--- src/design/lcdseq_pkg.sv ---
// shared types, codes and item generation for the character lcd nibble sequencer
package lcdseq_pkg;

   // request codes
   typedef enum logic [2:0] {
      OP_INIT      = 3'd0,
      OP_COMMAND   = 3'd1,
      OP_CHAR      = 3'd2,
      OP_CURSOR    = 3'd3,
      OP_CLEAR     = 3'd4,
      OP_SHIFT_L   = 3'd5,
      OP_SHIFT_R   = 3'd6,
      OP_RESERVED  = 3'd7
   } op_type;

   // configuration register indexes
   typedef enum logic [0:0] {
      CSR_ENABLE_PULSE = 1'b0,
      CSR_CHAR_WAIT    = 1'b1
   } csr_index_type;

   // controller states
   typedef enum logic [0:0] {
      ST_IDLE = 1'b0,
      ST_RUN  = 1'b1
   } state_type;

   localparam int StepW = 4;
   localparam int LenW  = 5;

   localparam logic [15:0] ENABLE_PULSE_RESET = 16'd5000;
   localparam logic [15:0] CHAR_WAIT_RESET    = 16'd40;

   localparam logic [13:0] WAIT_POWER_ON_US = 14'd16000;
   localparam logic [15:0] WAIT_INIT1_US    = 16'd5000;
   localparam logic [15:0] WAIT_INIT2_US    = 16'd110;
   localparam logic [15:0] WAIT_CMD_US      = 16'd40;
   localparam logic [15:0] WAIT_HOME_US     = 16'd2000;
   localparam logic [15:0] WAIT_CURSOR_US   = 16'd2040;

   localparam logic [7:0] CURSOR_ROW1_BASE = 8'h80;
   localparam logic [7:0] CURSOR_ROW2_BASE = 8'hC0;
   localparam logic [7:0] CMD_ENTRY_MODE   = 8'h06;
   localparam logic [7:0] CMD_DISPLAY_ON7  = 8'h07;
   localparam logic [7:0] CMD_SHIFT_LEFT   = 8'h18;
   localparam logic [7:0] CMD_SHIFT_RIGHT  = 8'h1C;
   localparam logic [7:0] CMD_CLEAR        = 8'h01;
   localparam logic [7:0] CMD_HOME         = 8'h02;

   // nibbles of the power-on sequence, in order
   localparam logic [3:0] INIT_NIBBLES [16] = '{
      4'h3, 4'h3, 4'h3, 4'h2,
      4'h2, 4'hC, 4'h0, 4'h8,
      4'h0, 4'h1, 4'h0, 4'hE,
      4'h0, 4'h6, 4'h0, 4'h2
   };

   typedef struct packed {
      logic [2:0] op;
      logic [7:0] value;
      logic [1:0] row;
      logic [4:0] column;
   } req_type;

   typedef struct packed {
      logic        strobe_res;
      logic        reg_select;
      logic [3:0]  nibble;
      logic [15:0] pulse_us;
      logic [13:0] wait_before_us;
      logic [15:0] wait_after_us;
      logic        last;
   } rsp_type;

   // controller to datapath
   typedef struct packed {
      logic             load_req;
      logic             load_rsp;
      logic [StepW-1:0] step;
   } ctl_cmd_type;

   // datapath to controller
   typedef struct packed {
      logic out_free;
      logic last_step;
      logic empty_run;
   } ctl_sts_type;

   function automatic logic cursor_row_ok(input logic [1:0] row);
      return (row == 2'd1) || (row == 2'd2);
   endfunction

   // number of items a request produces
   function automatic logic [LenW-1:0] run_len(input req_type r);
      logic [LenW-1:0] len;
      unique case (op_type'(r.op))
         OP_INIT:    len = 5'd16;
         OP_COMMAND: len = 5'd2;
         OP_CHAR:    len = 5'd2;
         OP_CURSOR:  len = cursor_row_ok(r.row) ? 5'd2 : 5'd1;
         OP_CLEAR:   len = 5'd4;
         OP_SHIFT_L: len = 5'd6;
         OP_SHIFT_R: len = 5'd6;
         default:    len = 5'd0;
      endcase
      return len;
   endfunction

   // one item of a run, selected by step
   function automatic rsp_type make_item(input req_type r, input logic [StepW-1:0] step,
                                         input logic [15:0] pulse,
                                         input logic [15:0] char_wait);
      rsp_type         it;
      logic [7:0]      byte_v;
      logic [7:0]      mid;
      logic [LenW-1:0] len;
      it     = '0;
      byte_v = 8'h00;
      mid    = (op_type'(r.op) == OP_SHIFT_R) ? CMD_SHIFT_RIGHT : CMD_SHIFT_LEFT;
      len    = run_len(r);
      it.strobe_res = 1'b1;
      unique case (op_type'(r.op))
         OP_INIT: begin
            it.nibble = INIT_NIBBLES[step];
            if (step == 4'd0) begin
               it.wait_before_us = WAIT_POWER_ON_US;
               it.wait_after_us  = WAIT_INIT1_US;
            end else if (step == 4'd1) begin
               it.wait_after_us = WAIT_INIT2_US;
            end else if (step == 4'd15) begin
               it.wait_after_us = WAIT_HOME_US;
            end
         end
         OP_COMMAND: begin
            byte_v = r.value;
         end
         OP_CHAR: begin
            byte_v        = r.value;
            it.reg_select = 1'b1;
            if (step[0]) begin
               it.wait_after_us = char_wait;
            end
         end
         OP_CURSOR: begin
            if (cursor_row_ok(r.row)) begin
               byte_v = ((r.row == 2'd1) ? CURSOR_ROW1_BASE : CURSOR_ROW2_BASE)
                        + {3'b000, r.column} - 8'd1;
               if (step[0]) begin
                  it.wait_after_us = WAIT_CURSOR_US;
               end
            end else begin
               it.strobe_res    = 1'b0;
               it.wait_after_us = WAIT_HOME_US;
            end
         end
         OP_CLEAR: begin
            byte_v = step[1] ? CMD_HOME : CMD_CLEAR;
            if (step[1] && step[0]) begin
               it.wait_after_us = WAIT_HOME_US;
            end
         end
         OP_SHIFT_L, OP_SHIFT_R: begin
            unique case (step[2:1])
               2'd0:    byte_v = CMD_DISPLAY_ON7;
               2'd1:    byte_v = mid;
               default: byte_v = CMD_ENTRY_MODE;
            endcase
            if (step[0]) begin
               it.wait_after_us = WAIT_CMD_US;
            end
         end
         default: begin
            it.strobe_res = 1'b0;
         end
      endcase
      // byte requests: high nibble on even steps, low nibble on odd steps
      if (op_type'(r.op) != OP_INIT && it.strobe_res) begin
         it.nibble = step[0] ? byte_v[3:0] : byte_v[7:4];
      end
      it.pulse_us = it.strobe_res ? pulse : 16'd0;
      it.last     = ({1'b0, step} == (len - 5'd1));
      return it;
   endfunction

endpackage

--- src/design/char_lcd_nibble_sequencer.sv ---
// top level of the character lcd 4-bit nibble sequencer
//
// req channel: one beat is a request (init, command, char, set cursor,
// clear, shift left, shift right). rsp channel: a run of 1 to 16 beats,
// each a nibble transfer with enable pulse or a bare wait, last set on
// the final beat of the run. Reserved op code 7 is accepted and yields
// no beat.
// csr port: csr_we writes csr_wdata into register csr_index (0 enable
// pulse width, 1 char wait); write it only while no run is in progress.
// An accepted req beat is latched into the request register as the
// controller enters its run state; its first item is then loaded
// into the output register once free. Throughput: one rsp beat per
// cycle during a run while rsp_stall is low; req_stall stays high while
// the controller runs, until the last item is loaded (op 7 loads none).
// A stalled rsp beat holds its payload and pauses the run; the next
// request is accepted once the last beat of the run sits in the output
// register, even if it is still stalled.
// Reset clears the controller and output valid and restores the
// config registers to 5000 us pulse and 40 us char wait.
module char_lcd_nibble_sequencer
   import lcdseq_pkg::*;
(
   input  logic        clock,
   input  logic        reset,
   input  logic        csr_we,
   input  logic [0:0]  csr_index,
   input  logic [15:0] csr_wdata,
   input  logic        req_valid,
   output logic        req_stall,
   input  req_type     req_data,
   output logic        rsp_valid,
   input  logic        rsp_stall,
   output rsp_type     rsp_data
);

   ctl_cmd_type cmd;
   ctl_sts_type sts;

   // sequencing control
   lcdseq_ctrl u_ctrl (
      .clock     (clock),
      .reset     (reset),
      .req_valid (req_valid),
      .req_stall (req_stall),
      .sts       (sts),
      .cmd       (cmd)
   );

   // item datapath
   lcdseq_dp u_dp (
      .clock     (clock),
      .reset     (reset),
      .csr_we    (csr_we),
      .csr_index (csr_index),
      .csr_wdata (csr_wdata),
      .req_data  (req_data),
      .rsp_valid (rsp_valid),
      .rsp_stall (rsp_stall),
      .rsp_data  (rsp_data),
      .cmd       (cmd),
      .sts       (sts)
   );

endmodule

--- src/design/lcdseq_ctrl.sv ---
// run controller: accepts a request and steps through its items
module lcdseq_ctrl
   import lcdseq_pkg::*;
(
   input  logic        clock,
   input  logic        reset,
   input  logic        req_valid,
   output logic        req_stall,
   input  ctl_sts_type sts,
   output ctl_cmd_type cmd
);

   state_type        state_ff, state_in;
   logic [StepW-1:0] step_ff, step_in;

   // state and step registers
   always_ff @(posedge clock) begin
      if (reset) begin
         state_ff <= ST_IDLE;
         step_ff  <= '0;
      end else begin
         state_ff <= state_in;
         step_ff  <= step_in;
      end
   end

   // next state and commands
   always_comb begin
      state_in     = state_ff;
      step_in      = step_ff;
      cmd.load_req = 1'b0;
      cmd.load_rsp = 1'b0;
      cmd.step     = step_ff;
      req_stall    = (state_ff != ST_IDLE);
      unique case (state_ff)
         ST_IDLE: begin
            if (req_valid) begin
               cmd.load_req = 1'b1;
               step_in      = '0;
               state_in     = ST_RUN;
            end
         end
         ST_RUN: begin
            if (sts.empty_run) begin
               state_in = ST_IDLE;
            end else if (sts.out_free) begin
               cmd.load_rsp = 1'b1;
               if (sts.last_step) begin
                  state_in = ST_IDLE;
               end else begin
                  step_in = step_ff + 4'd1;
               end
            end
         end
         default: begin
            state_in = ST_IDLE;
         end
      endcase
   end

endmodule

--- src/design/lcdseq_dp.sv ---
// datapath: config registers, request latch, item generation and output register
module lcdseq_dp
   import lcdseq_pkg::*;
(
   input  logic        clock,
   input  logic        reset,
   input  logic        csr_we,
   input  logic [0:0]  csr_index,
   input  logic [15:0] csr_wdata,
   input  req_type     req_data,
   output logic        rsp_valid,
   input  logic        rsp_stall,
   output rsp_type     rsp_data,
   input  ctl_cmd_type cmd,
   output ctl_sts_type sts
);

   logic [15:0] pulse_ff, char_wait_ff;
   req_type     req_ff;
   rsp_type     rsp_ff, item;
   logic        valid_ff, valid_in;

   // configuration registers
   always_ff @(posedge clock) begin
      if (reset) begin
         pulse_ff     <= ENABLE_PULSE_RESET;
         char_wait_ff <= CHAR_WAIT_RESET;
      end else if (csr_we) begin
         unique case (csr_index_type'(csr_index))
            CSR_ENABLE_PULSE: pulse_ff     <= csr_wdata;
            CSR_CHAR_WAIT:    char_wait_ff <= csr_wdata;
            default:          ;
         endcase
      end
   end

   // request latch
   always_ff @(posedge clock) begin
      if (cmd.load_req) begin
         req_ff <= req_data;
      end
   end

   // item for the current step
   always_comb begin
      item = make_item(req_ff, cmd.step, pulse_ff, char_wait_ff);
   end

   // output register, one beat held until taken
   always_comb begin
      valid_in = valid_ff;
      if (cmd.load_rsp) begin
         valid_in = 1'b1;
      end else if (valid_ff && !rsp_stall) begin
         valid_in = 1'b0;
      end
   end

   always_ff @(posedge clock) begin
      if (reset) begin
         valid_ff <= 1'b0;
      end else begin
         valid_ff <= valid_in;
      end
   end

   always_ff @(posedge clock) begin
      if (cmd.load_rsp) begin
         rsp_ff <= item;
      end
   end

   // status back to the controller
   assign sts.out_free  = !valid_ff || !rsp_stall;
   assign sts.last_step = item.last;
   assign sts.empty_run = (run_len(req_ff) == 5'd0);

   assign rsp_valid = valid_ff;
   assign rsp_data  = rsp_ff;

endmodule

--- config.mk ---
export PLATFORM = sky130hd
export DESIGN_NAME = char_lcd_nibble_sequencer
export DESIGN_NICKNAME = d
export VERILOG_FILES = /design/src/design/lcdseq_pkg.sv /design/src/design/char_lcd_nibble_sequencer.sv /design/src/design/lcdseq_ctrl.sv /design/src/design/lcdseq_dp.sv
export SDC_FILE = /design/constraint.sdc
export NUM_CORES = 1
export LEC_CHECK = 0
export BUFFER_PORTS_ARGS = -buffer_cell sky130_fd_sc_hd__buf_4
export CORE_MARGIN = 2
export CORE_UTILIZATION = 29
export DETAILED_ROUTE_END_ITERATION = 8
export SYNTH_ARGS = -nofsm -noshare
export SYNTH_HDL_FRONTEND = slang
export SYNTH_HIERARCHICAL = 1
export SYNTH_SLANG_ARGS = --single-unit
--- constraint.sdc ---
create_clock -name clock -period 3.1 [get_ports clock]
set_input_delay 0.155 -clock clock [delete_from_list [all_inputs] [get_ports clock]]
set_output_delay 0.155 -clock clock [all_outputs]
set_load 0.02 [all_outputs]
After elaboration in Yosys (flattened, before gate mapping)
Memories as Yosys holds them, arrays and structs flattened.
Index checks and enable logic that the tools add are counted.
{"block": "classes", "add_sub_neg": 4, "order_cmp": 1, "n_eq_ne": 16, "n_mux": 42, "bitwise": 3, "reduce_logical": 19}
{"cell": "one-hot mux 16 bit (5 select lines)", "n": 1}
{"cell": "2-to-1 mux 11 bit", "n": 5}
{"cell": "2-to-1 mux 4 bit", "n": 9}
{"cell": "2-to-1 mux 16 bit", "n": 2}
{"cell": "one-hot mux 8 bit (4 select lines)", "n": 1}
{"cell": "one-hot mux 5 bit (5 select lines)", "n": 1}
{"cell": "one-hot mux 8 bit (2 select lines)", "n": 1}
{"cell": "2-to-1 mux 14 bit", "n": 1}
{"cell": "2-to-1 mux 1 bit", "n": 12}
{"cell": "== test 3 bit (second input constant)", "n": 3}
{"cell": "adder 8 x 5 -> 8 bit", "n": 1}
{"cell": "2-to-1 mux 8 bit", "n": 1}
{"cell": "!= test 2 bit (second input constant)", "n": 4}
{"cell": "one-hot mux 4 bit (2 select lines)", "n": 1}
{"cell": "subtractor 8 x 1 -> 8 bit (second input constant)", "n": 1}
{"cell": "2-to-1 mux 7 bit", "n": 1}
{"cell": "== test 3 x 2 -> 1 bit (second input constant)", "n": 2}
{"cell": "2-to-1 mux 6 bit", "n": 1}
{"cell": "OR reduction 6 bit", "n": 1}
{"cell": "== test 4 x 5 -> 1 bit", "n": 1}
{"cell": "greater-or-equal comparator 5 bit (second input constant)", "n": 1}
{"cell": "zero test 5 bit", "n": 1}
{"cell": "inverter 4 -> 5 bit", "n": 1}
{"cell": "subtractor 5 x 1 -> 5 bit (second input constant)", "n": 1}
{"cell": "21 further kinds", "n": 31}
{"block": "word_totals", "reg_bits": 109, "mem_bits_ro": 64, "input_bits": 40, "output_inout_bits": 55, "elab_cells": 102, "mem_count": 1}
{"name": "(no name shown)", "depth": 16, "width": 4, "read_ports": 1, "rd_clocked_by_memory_dff": 0, "write_ports": 0, "line_no": "lcdseq_pkg.sv:124", "rtl": "it.nibble = INIT_NIBBLES[step];"}

Depth between registers and ports, before layout
Gate-level depths: netlist of the first run.
{"block": "depth", "word_depth": 10, "ltp_mapped": 12, "ltp_nobuf": 11}

Modules after synthesis
The synthesis of the first run kept the hierarchy.
{"module": "lcdseq_dp", "n_inst": 1, "cells_per_inst": 372, "area_each_um2": 3992.6, "seq_area_each_um2": 2402.3}
{"module": "lcdseq_ctrl", "n_inst": 1, "cells_per_inst": 27, "area_each_um2": 262.8, "seq_area_each_um2": 100.1}

Least setup slack after synthesis of the first run
Ideal clock, no wire load.
{"block": "synth_timing", "kind": "register to register", "startpoint": "register u_dp/req_ff[5] (netlist name)", "endpoint": "register u_ctrl.step_ff[3]", "setup_ns": 0.123, "arrival_time_ns": 2.684, "required_ns": 2.977, "setup_slack_ns": 0.293, "stages_incl_launch_ff": 12, "n_path_buf": 1, "period_less_slack_ns": 2.807, "cell_sequence": "edfxtp_1 -> ha_1 -> and4bb_4 -> nor2_1 -> ha_1 -> nor4_1 -> a31oi_1 -> a221oi_1 -> buf_4 -> and4bb_4 -> nand4_1 -> mux2_1"}
{"element": "start: declaration", "line_no": "lcdseq_dp.sv:19", "rtl": "req_type req_ff;"}
{"element": "start signal: assignment", "line_no": "lcdseq_dp.sv:40", "rtl": "req_ff <= req_data;"}
{"element": "end signal: assignment", "line_no": "lcdseq_ctrl.sv:23", "rtl": "step_ff <= step_in;"}
{"element": "end: declaration", "line_no": "lcdseq_ctrl.sv:14", "rtl": "logic [StepW-1:0] step_ff, step_in;"}

==> impl_summary.md, run 1 <==
Layout
Summing all flip-flop and latch instances after layout gives 2500 µm². 0 antenna diodes ended up in the layout. The most common library cell in the layout ignoring fill and taps is buf_4. The area of the multi-input gates is 1560 µm². After filler insertion, the fill cell instance count of the layout stands at 1417. The fraction of final layout cells with drive strength greater than 1 is 24.1%. The post-layout utilization of the core is 38.1%. The library cells used most frequently in the layout, excluding fill and tap cells, are buf_4, nand2_1, edfxtp_1.

The count of nets after finishing is 537. The layout overhead on the synthesized area is 29.1%. The final cell count without fillers is 681.

Die
The horizontal extent of the die is 125 µm. Pin placement for this block handled 95 I/O pins. The effective utilization at floorplan is 29.5%. The vertical extent of the die is 125 µm. The die covers 15700 µm². The floorplan has 44 rows. The core outline area is 14400 µm².

Clock network
The clock drives 96 sinks. The setup fix buffers added after clock tree synthesis is 0. The clock transition time at the flip-flop clock pins of the worst setup and hold paths is 0.07 ns.

The insertion delay of the later-clocked pin in the worst-skew pair is 0.34 ns. The CTS tree is yes. The clock passes through at most 2 buffers. The clock root buffer is clkbuf_16. The clock tree synthesis step divided the H-tree into 3 levels. Buffers inserted during clock tree synthesis total 9.

Place
Prior to clock tree synthesis, the placed netlist has a worst setup slack of 0.0407 ns. The global placer's final weighted congestion is 0.901. Including well taps, the total number of placed cells is 647.

Detailed placement finished with a half-perimeter wire length of 7020 µm. The number of buffers added on ports is 86.

Critical path
For the worst setup path, the data arrival time is 3.25 ns. Traced cell by cell, the critical path runs through ha_1 > and4bb_4 > nor2_1 > ha_1 > nor4_2 > a31oi_1 > a221oi_2 > and4bb_4 > a2111oi_2 > a31o_1. The path type of the worst setup path is flop to flop.

The category of the worst setup path capture point is a flop. The startpoint kind of the worst setup timing path is a flop. STA puts the critical path data required time at 3.39 ns.

The slowest stage of the critical path belongs to the cell and4bb_4. The largest driver fanout on the critical path is 7. The largest single stage delay on the critical path is 0.38 ns.

Logic synthesis
The number of distinct library cells after synthesis is 56. By area, the combinational part of the netlist is dominated by simple AND/OR/NAND/NOR gates. In the synthesized netlist, the number of instances is 399. The simple-gate share of the synthesized area is 20.0%. The total of warnings raised by yosys is 6. The synthesized design spends more area on one cell type than any other, namely edfxtp_1. The mean post-synth cell area is 10.7 µm².

Yosys attributes the largest share of cell area to edfxtp_1, dfxtp_1, nand2_1. The number of enable-type register cells in the synthesized netlist is 58. The share of the Yosys chip area taken by registers is 58.8%. The synthesized area is 4260 µm².

The multiplexer fraction of the synthesized cell area is 0.735%. The dominant register cell in the synthesized netlist is edfxtp_1. The synthesized design devotes to its leading area cell type 40.9% of total area. Summing the areas of all fa, ha and maj instances in the mapped netlist gives 1.47% of the synthesized area. The synthesized netlist devotes 1.44% of its cell area to XOR and XNOR gates. The compound-gate portion of the synthesized area is 12.0%.

After synthesis the netlist holds a flip-flop and latch count of 96. For this run, asynchronously set or reset flops after synthesis account for 0%.

STA
The total count of max-transition violations in the final report was 0. Across the routed clock network, the largest skew measured is 0.00771 ns. The shortest period the worst path allows is 2.96 ns. Setup violations remaining at the end of the flow were counted as 0.

The number of endpoints with negative hold slack in the final report is 0. In this run the tightest slew margin relative to its limit is 30.4%. The fraction of the cycle the final worst path needs is 95.6%. The actual transition at the worst max-transition pin is 1.04 ns.

After routing, the total negative slack on setup checks comes to 0 ns. Once routing completed, OpenROAD measured the worst setup slack at 0.136 ns. The maximum clock rate is 337 MHz.

Status
The flow ran to the end, and the final reports show no timing, DRC or antenna violations.

Global route
The first global-routing pass estimated 15800 µm of wire. Entering global routing, the biggest net connects 41 pins. Global routing finished with a remaining overflow of 0. Global routing consumed, over all layers together, 12.5% of the routing resources. The number of global-route vias before repair is 3139. The number of antenna violations at the first check in global routing is 0.

Hold path
The class of the tightest hold or removal check is primary input to flop.

Detailed routing
The pre-antenna-repair detailed-routing pass consisted of 5 iterations. The via-per-instance ratio is 4.74. The initial detailed-routing violation count is 156. The wire length per cell is 14.4 µm.

For this block, the via count after detailed routing is 3227. The post-detailed-route count of antenna-violating nets is 0. Summed over all layers, the routed wires come to 9830 µm. In the routed design, unresolved DRC markers number 0.

Power
The total power per unit cell area is 549 nW/µm². The standby leakage power is 2.18 nW. The maximum vdd ir drop is 0.000271 V.

Job
The number of max-cap violations is 0.
-- through the flow --
step	hold slack, ns	area, µm²	total power, mW
5_1_grt	0.0399	5490	3.14
4_1_cts	0.0223	5480	3.05
6_report	0.0334	5490	3.02
3_3_place_gp	0.334	5010	1.93
3_5_place_dp	0.334	5010	1.94
2_1_floorplan	0.224	4280	1.77
-- flip-flops by register name, summed over array words and instances (netlist names) --
signal	count
u_dp/pulse_ff	16
u_ctrl/req_stall	1
u_dp/rsp_data	40
u_dp/char_wait_ff	16
u_dp/rsp_valid	1
u_dp/req_ff	18
u_ctrl/step_ff	4
-- Yosys cell counts (3+ instances only) --
cell,n
and2_1,20
nand2b_1,4
a21o_1,4
nor2b_1,4
and3_1,7
xnor2_1,5
clkbuf_1,17
ha_1,5
nor2_1,11
dfxtp_1,38
nor3_1,5
a211o_1,4
buf_4,16
nand3_1,4
a21oi_1,33
o21ai_0,10
nand2_1,82
a221oi_1,3
nor3b_1,3
inv_1,8
nand3b_1,10
edfxtp_1,58
-- final cells by class --
class / instances / area share [%]
Timing Repair Buffer: 111 / 16.0
Clock inverter: 5 / 1.02
Clock buffer: 11 / 4.24
Inverter: 9 / 0.615
Sequential cell: 96 / 45.5
Tap cell: 184 / 4.19
Multi-Input combinational cell: 265 / 28.4
-- layer usage --
layer	vias to the layer above	wire length (µm)	GRT usage, %
met3	15	545	3.55
met1	1545	4310	15.3
met2	85	4790	21.0
met4	0	183	4.71
li1	1582	-	-
met5	-	0	0
-- power by group --
part / internal [mW] / total (mW) / leakage, nW / switching (mW)
Sequential: 1.45 / 1.49 / 0.852 / 0.0383
Clock: 0.627 / 1.09 / 0.142 / 0.459
Combinational: 0.189 / 0.442 / 1.19 / 0.253
-- path summary, 6_finish.rpt --
| kind | start | end | slack [ns] | cells after the start |
|---|---|---|---|---|
| worst max register to register | u_dp/req_ff[5] | u_ctrl/step_ff[2] | 0.14 | 10 |
| worst min-delay path | csr_wdata[12] | u_dp/pulse_ff[12] | 0.03 | 3 |
| worst max-delay path | u_dp/req_ff[5] | u_ctrl/step_ff[2] | 0.14 | 10 |
| worst min register to register | u_dp/pulse_ff[4] | u_dp/pulse_ff[4] | 0.46 | 2 |
-- critical path: cells and delay by family (launching register included) --
kind / cells / cell delay (ns)
AOI/OAI and AO/OA: 4 / 0.94
adders and majority gates: 2 / 0.62
DFF: 1 / 0.36
and+or+nand+nor: 4 / 0.99
-- logic make-up after synthesis --
kind of cell	after synthesis
AO/OA/AOI/OAI	77
XOR/XNOR	7
adder cells (fa/ha/maj)	5
buffers and inverters	45
flip-flops	96
multiplexers	3
other	1
AND/OR/NAND/NOR	165
-- timing repair --
| item | in CTS | in global routing |
|---|---|---|
| setup endpoints to repair | 0 | 2 |
| resized for setup | 0 | 2 |
| hold buffers | 18 | 0 |
| hold endpoints to repair | 18 | 0 |
Note: power is estimated with default switching activity, not from simulation.
==> run 2, diff against run 1 <==
--- a/config.mk
+++ b/config.mk
@@ -8,6 +8,7 @@
 export BUFFER_PORTS_ARGS = -buffer_cell sky130_fd_sc_hd__buf_4
 export CORE_MARGIN = 2
 export CORE_UTILIZATION = 29
+export CTS_CLUSTER_SIZE = 30
 export DETAILED_ROUTE_END_ITERATION = 8
 export SYNTH_ARGS = -nofsm -noshare
 export SYNTH_HDL_FRONTEND = slang
==> constraint.sdc (replaced) <==
create_clock -name clock -period 3.1 [get_ports clock]
set_input_delay 0.62 -clock clock [delete_from_list [all_inputs] [get_ports clock]]
set_output_delay 0.62 -clock clock [all_outputs]
set_load 0.02 [all_outputs]
==> run 2 against run 1 <==
Via count is 1.5% lower. Sequential share of layout area is 1.6 points higher. Clock-buffer cell count is 1 higher. Cell area is 3.3% lower. Global-route usage is 0.49 points lower. Total power is 3.3% lower. Flip-flop and latch count stayed put. Highest routed layer unchanged. Cell count is 2.2% lower. Die area stayed put. Combinational power is 4% lower. Wire length is 2.4% lower.
==> impl_summary.md, run 2 (synthesis results as in run 1) <==
Global route
The aggregate global-route resource usage is 12.0% (-0.49 points). The number of antenna violations at the first check in global routing is 0 (unchanged). The total global routing overflow is 0 (unchanged). The global-route wire length before repair came to 15000 µm (-4.8%).

The number of global-route vias before repair is 3001 (-4.4%). The pin count of the biggest net entering global routing is 41 (unchanged).

Critical path
The required time of the worst setup path is 3.39 ns (about the same). The worst register-to-register path ends at u_ctrl/step_ff[2]. The largest driver fanout on the critical path is 7 (unchanged). The depth of the most critical reg-to-reg path was 10 (unchanged).

The critical path ends at u_ctrl/step_ff[2]. The critical path in this run is classified as flop to flop. The worst setup path is launched from a flop. The worst setup path is captured at a flop. The startpoint of the most critical register-to-register path is u_dp/req_ff[5]. The worst reg-to-reg setup slack is 0.19 ns (+0.06 ns). The data arrival time of the critical path is 3.19 ns (-0.06 ns). The most critical setup path has its startpoint at u_dp/req_ff[5].

Clock network
The CTS tree is yes. The number of H-tree levels is 3 (unchanged). The hold buffer count at cts is 0 (-18).

The number of CTS-inserted buffers is 9 (unchanged). The number of sinks handled by clock tree synthesis was 96 (unchanged). The insertion delay of the later-clocked pin in the worst-skew pair is 0.34 ns (about the same). The clock root buffer is clkbuf_16. The clock transition time at the flip-flop clock pins of the worst setup and hold paths is 0.06 ns (about the same). The clock tree buffer depth is 2 (unchanged).

Layout
The fraction of final layout cells with drive strength greater than 1 is 25.5% (+1.4 points). Compared with the post-synthesis result, the final layout area differs by 24.8%. The diode insertion count for antenna repair is 0 (unchanged).

The flip-flop count of the largest register, all copies and words added is 40 (unchanged). The library cell used most frequently in the layout, excluding fill and tap cells, is buf_4. The final cell area excluding filler cells is 5310 µm² (-3.3%).

The top cell types in the final layout, fill and taps aside, are buf_4, nand2_1, edfxtp_1. The number of filler cells placed in the layout came to 1454 (+2.6%). The count of nets after finishing is 522 (-2.8%).

Job
The number of max-cap violations is 0 (unchanged).

Hold path
The tightest min-delay check is of the flop to flop type. The startpoint identified for the worst hold timing path is u_dp/pulse_ff[6].

Detailed routing
The post-detailed-route count of antenna-violating nets is 0 (unchanged). The detailed-route wire length is 9600 µm (-2.4%). The remaining routing DRC violations came to 0 (unchanged). The wire length per cell was 14.4 µm (-0.17%). The detailed-route via count came to 3178 (-1.5%). The via-per-instance ratio is 4.77 (+0.70%). The number of iterations in the first detailed-routing pass is 5 (unchanged).

The initial detailed-routing violation count is 181 (+16%).

STA
The total count of max-transition violations in the final report came to 0 (unchanged). The fraction of the cycle the final worst path needs is 93.8% (-1.8 points). The number of endpoints with negative hold slack in the final report is 0 (unchanged). The shortest period the worst path allows is 2.91 ns (-0.0553 ns).

Setup repair after global routing left no endpoint under its margin. The final worst setup slack is 0.191 ns (+0.0553 ns). The number of setup violations in the final report is 0 (unchanged). The actual transition at the worst max-transition pin is 0.805 ns (-0.236 ns).

The max-slew headroom at the worst pin is 46.2% (+16 points). The final total negative setup slack is 0 ns (unchanged). The maximum clock rate is 344 MHz (+1.9%). The maximum clock skew at final layout is 0.00748 ns (-0.000230 ns).

Die
The core outline area was 14400 µm² (unchanged). The area of the die is 15700 µm² (unchanged). The effective utilization at floorplan came to 29.5% (unchanged). The top-level I/O count came to 95 (unchanged). The row count came to 44 (unchanged). The horizontal extent of the die is 125 µm (unchanged).

The vertical extent of the die came to 125 µm (unchanged).

Place
The post-place setup slack is 0.0659 ns (+0.0251 ns). The cell area after placement is 5020 µm² (+0.15%). The total half-perimeter wirelength after legalization and detailed placement is 7040 µm (+0.23%). The number of buffers added on ports came to 86 (unchanged).

The global placer's final weighted congestion is 0.902 (+0.12%).

Status
The run finished with clean final reports.

Power
The standby leakage power is 2.11 nW (-3.2%). The maximum vdd ir drop is 0.000277 V (+2.1%). The total power per unit cell area is 549 nW/µm² (about the same).
[run 2: layout make-up]
class | count | area, µm² | area share [%]
Inverter | 9 | 33.8 | 0.636
Sequential cell | 96 | 2500 | 47.1
Multi-Input combinational cell | 265 | 1560 | 29.4
Clock buffer | 12 | 236 | 4.45
Clock inverter | 4 | 28.8 | 0.542
Tap cell | 184 | 230 | 4.33
Timing Repair Buffer | 96 | 721 | 13.6
[run 2: routing by layer]
layer	vias to the layer above	routed length (µm)	global-route usage (%)
met5	-	0	0
met1	1512	4210	14.7
met4	0	206	4.97
met2	95	4590	19.6
li1	1555	-	-
met3	16	595	3.89
[run 2: worst max-delay path, stage by stage, from the launching register on]
cell and delay (ns):
edfxtp_1 0.36, ha_1 0.36, and4bb_4 0.37, nor2_1 0.06, ha_1 0.27, nor4_2 0.25
a31oi_1 0.08, a221oi_2 0.33, and4bb_4 0.27, a2111oi_2 0.36, a31o_1 0.15
[run 2: worst min-delay path by stage]
stage | slack, ns | cells past startpoint | endpoint
CTS | 0.44 | 1 | u_dp/req_ff[4]
global placement | 0.44 | 2 | u_dp/pulse_ff[2]
floorplan | 0.43 | 2 | u_dp/pulse_ff[12]
global route | 0.44 | 1 | u_dp/req_ff[2]
detailed placement | 0.45 | 2 | u_dp/pulse_ff[6]
finish | 0.45 | 2 | u_dp/pulse_ff[6]
[run 2: through the flow]
stage	hold slack [ns]	utilization, %	cells	power, mW
2_1_floorplan	0.429	-	406	1.77
3_3_place_gp	0.443	34.8	648	1.93
3_5_place_dp	0.446	34.8	648	1.94
4_1_cts	0.444	36.6	664	2.95
5_1_grt	0.442	36.8	666	3.04
6_report	0.454	36.8	666	2.92
[run 2: report_power, final]
group	internal (mW)	switching, mW	total, mW
clock network	0.548	0.455	1.00
logic	0.176	0.249	0.425
registers	1.45	0.0389	1.49
total	2.17	0.743	2.92
[run 2: what timing repair did]
item | in CTS | in global routing
endpoints found under the hold margin | 0 | 0
gates resized for setup | 0 | 2
setup endpoints to repair | 0 | 2
setup buffers | 0 | 2
==> run 3, diff against run 2 <==
--- a/config.mk
+++ b/config.mk
@@ -10,6 +10,7 @@
 export CORE_UTILIZATION = 29
 export CTS_CLUSTER_SIZE = 30
 export DETAILED_ROUTE_END_ITERATION = 8
+export GPL_TIMING_DRIVEN = 0
 export SYNTH_ARGS = -nofsm -noshare
 export SYNTH_HDL_FRONTEND = slang
 export SYNTH_HIERARCHICAL = 1
==> run 3 against run 2 <==
Critical path depth increased by 1. Clock-buffer cell count decreased by 1. Total power increased by 5.0%. Wire length increased by 2.1%. Clock power increased by 13%. First-iteration DRC count increased by 14%. Die area unchanged. Register-to-register slack about the same. Clock skew increased by 0.0013 ns. Sequential share of layout area decreased by 1.7 points. Global-route usage increased by 0.51 points.
==> impl_summary.md, run 3 (synthesis results as in run 1) <==
Clock network
TritonCTS built the clock tree. The hold buffer count at cts is 0 (unchanged). The clock transition time at the flip-flop clock pins of the worst setup and hold paths was 0.07 ns (about the same).

The number of CTS-inserted buffers is 9 (unchanged). The clock tree buffer depth is 2 (unchanged). The insertion delay of the later-clocked pin in the worst-skew pair is 0.34 ns (about the same). The clock root buffer is clkbuf_16.

The number of H-tree levels was 3 (unchanged). The number of sinks handled by clock tree synthesis is 96 (unchanged).

Status
The flow ran to the end, and the final reports show no timing, DRC or antenna violations.

Detailed routing
The wire length per cell is 14.1 µm (-1.9%). The post-detailed-route count of antenna-violating nets was 0 (unchanged). The via-per-instance ratio is 4.59 (-3.7%). The detailed-route wire length was 9800 µm (+2.1%). The detailed-route via count came to 3184 (+0.19%).

The number of iterations in the first detailed-routing pass is 4 (-1). The remaining routing DRC violations was 0 (unchanged). The initial detailed-routing violation count was 207 (+14%).

STA
The total count of max-transition violations in the final report is 0 (unchanged). The maximum clock skew at final layout is 0.00875 ns (+0.00127 ns). The number of setup violations in the final report is 0 (unchanged). The worst hold margin is 0.458 ns (+0.00444 ns). The maximum clock rate is 345 MHz (+0.47%). The fraction of the cycle the final worst path needs came to 93.4% (-0.44 points). The final worst setup slack is 0.204 ns (+0.0136 ns).

The max-slew headroom at the worst pin is 36.0% (-10 points). The actual transition at the worst max-transition pin came to 0.958 ns (+0.152 ns). The shortest period the worst path allows is 2.90 ns (-0.0136 ns).

The final total negative setup slack was 0 ns (unchanged). The number of endpoints with negative hold slack in the final report came to 0 (unchanged).

Layout
The final cell count without fillers was 693 (+4.1%). The diode insertion count for antenna repair is 0 (unchanged). The layout overhead on the synthesized area is 29.5%. Leaving out fill and tap cells, the most frequent cell in the layout is buf_4. The number of filler cells placed in the layout is 1443 (-0.76%).

The final cell area excluding filler cells is 5510 µm² (+3.7%). The fraction of final layout cells with drive strength greater than 1 is 27.3% (+1.8 points). The count of nets after finishing is 549 (+5.2%). The flip-flop count of the largest register, all copies and words added is 40 (unchanged). In the layout the commonest cells are buf_4, nand2_1, edfxtp_1.

Place
The post-place setup slack is -0.0583 ns (-0.124 ns). The number of placed instances with taps included is 676 (+4.3%). The global placer's final weighted congestion is 0.881 (-2.3%). The number of buffers added on ports came to 86 (unchanged).

The total half-perimeter wirelength after legalization and detailed placement was 7230 µm (+2.8%). The cell area after placement is 5160 µm² (+2.7%).

Job
The number of max-cap violations is 0 (unchanged).

Die
The row count is 44 (unchanged). The core outline area is 14400 µm² (unchanged). The vertical extent of the die is 125 µm (unchanged). The effective utilization at floorplan came to 29.5% (unchanged).

The top-level I/O count is 95 (unchanged). The area of the die was 15700 µm² (unchanged). The horizontal extent of the die is 125 µm (unchanged).

Global route
The total global routing overflow was 0 (unchanged). The number of antenna violations at the first check in global routing came to 0 (unchanged). The aggregate global-route resource usage is 12.5% (+0.51 points). The number of global-route vias before repair came to 3166 (+5.5%). The pin count of the biggest net entering global routing is 42 (+2.4%). The global-route wire length before repair came to 15700 µm (+4.8%).

Hold path
The min-delay analysis places its worst path in the category flop to flop. The startpoint identified for the worst hold timing path is u_dp/pulse_ff[4].

Power
The standby leakage power is 2.19 nW (+3.9%). The maximum vdd ir drop was 0.000247 V (-11%). The total power per unit cell area is 556 nW/µm² (+1.2%).

Critical path
The startpoint kind of the worst setup timing path is a flop. The worst register-to-register path begins at u_dp/req_ff[5]. The data arrival time of the critical path is 3.12 ns (-0.07 ns).

STA classifies the critical path endpoint as a flop. The required time of the worst setup path is 3.32 ns (-0.07 ns). The launching instance or port of the critical path is u_dp/req_ff[5]. The largest driver fanout on the critical path is 7 (unchanged).

The worst setup path is of the flop to flop kind.
-- run 3: cell types whose count changed in the layout (fill, tap and decap cells not counted), moves of 2 or more --
| cell | delta |
|---|---|
| buf_4 | +7 |
| ha_1 | -2 |
| clkbuf_1 | +15 |
| buf_2 | +2 |
-- run 3: area by class of cell --
class	instances	area (µm²)	area share [%]
plain buffers	36	198	3.59
well taps	184	230	4.18
inverters	9	33.8	0.613
multi-input cells	265	1590	28.8
clock inverters	5	63.8	1.16
clock buffers	11	243	4.41
repair buffers	87	653	11.9
flip-flops and latches	96	2500	45.4
-- run 3: power by group --
group          internal (mW)  leakage (nW)  switching (mW)
sequential              1.45         0.852          0.0373
combinational          0.190          1.19           0.257
clock                  0.655         0.147           0.472
total                   2.29          2.19           0.766
-- run 3: path summary, 6_finish.rpt --
kind	to	slack, ns	cells past startpoint
hold / removal	u_dp/pulse_ff[4]	0.46	2
setup reg to reg	u_ctrl/step_ff[3]	0.20	11
setup / recovery	u_ctrl/step_ff[3]	0.20	11
hold reg to reg	u_dp/pulse_ff[4]	0.46	2
-- run 3: repair_timing --
action                                  CTS  global route
endpoints found under the setup margin    2             4
resized for setup                         1             6
buffers inserted                          0             1
pin swaps                                 0             2
-- run 3: stage by stage --
step | util (%) | power [mW]
after floorplan | - | 1.77
after global placement | 35.8 | 1.95
after detailed placement | 35.8 | 1.96
after CTS | 37.9 | 3.09
after global routing | 38.2 | 3.19
final | 38.2 | 3.06
-- run 3: routing by layer --
metal | GRT usage (%) | vias to the layer above | part of all wire, %
li1 | - | 1604 | -
met1 | 16.2 | 1479 | 45
met2 | 20.5 | 85 | 48
met3 | 3.12 | 16 | 5.0
met4 | 4.44 | 0 | 1.8
met5 | 0 | - | 0
-- run 3: worst max-delay path, stage by stage, from the launching register on --
cell,delay (ns)
edfxtp_1,0.42
ha_4,0.28
and4bb_4,0.35
nor2_2,0.06
ha_2,0.21
nor4_2,0.21
a31oi_1,0.09
a221oi_2,0.37
buf_4,0.17
and4bb_4,0.21
nand4_1,0.10
mux2_1,0.32
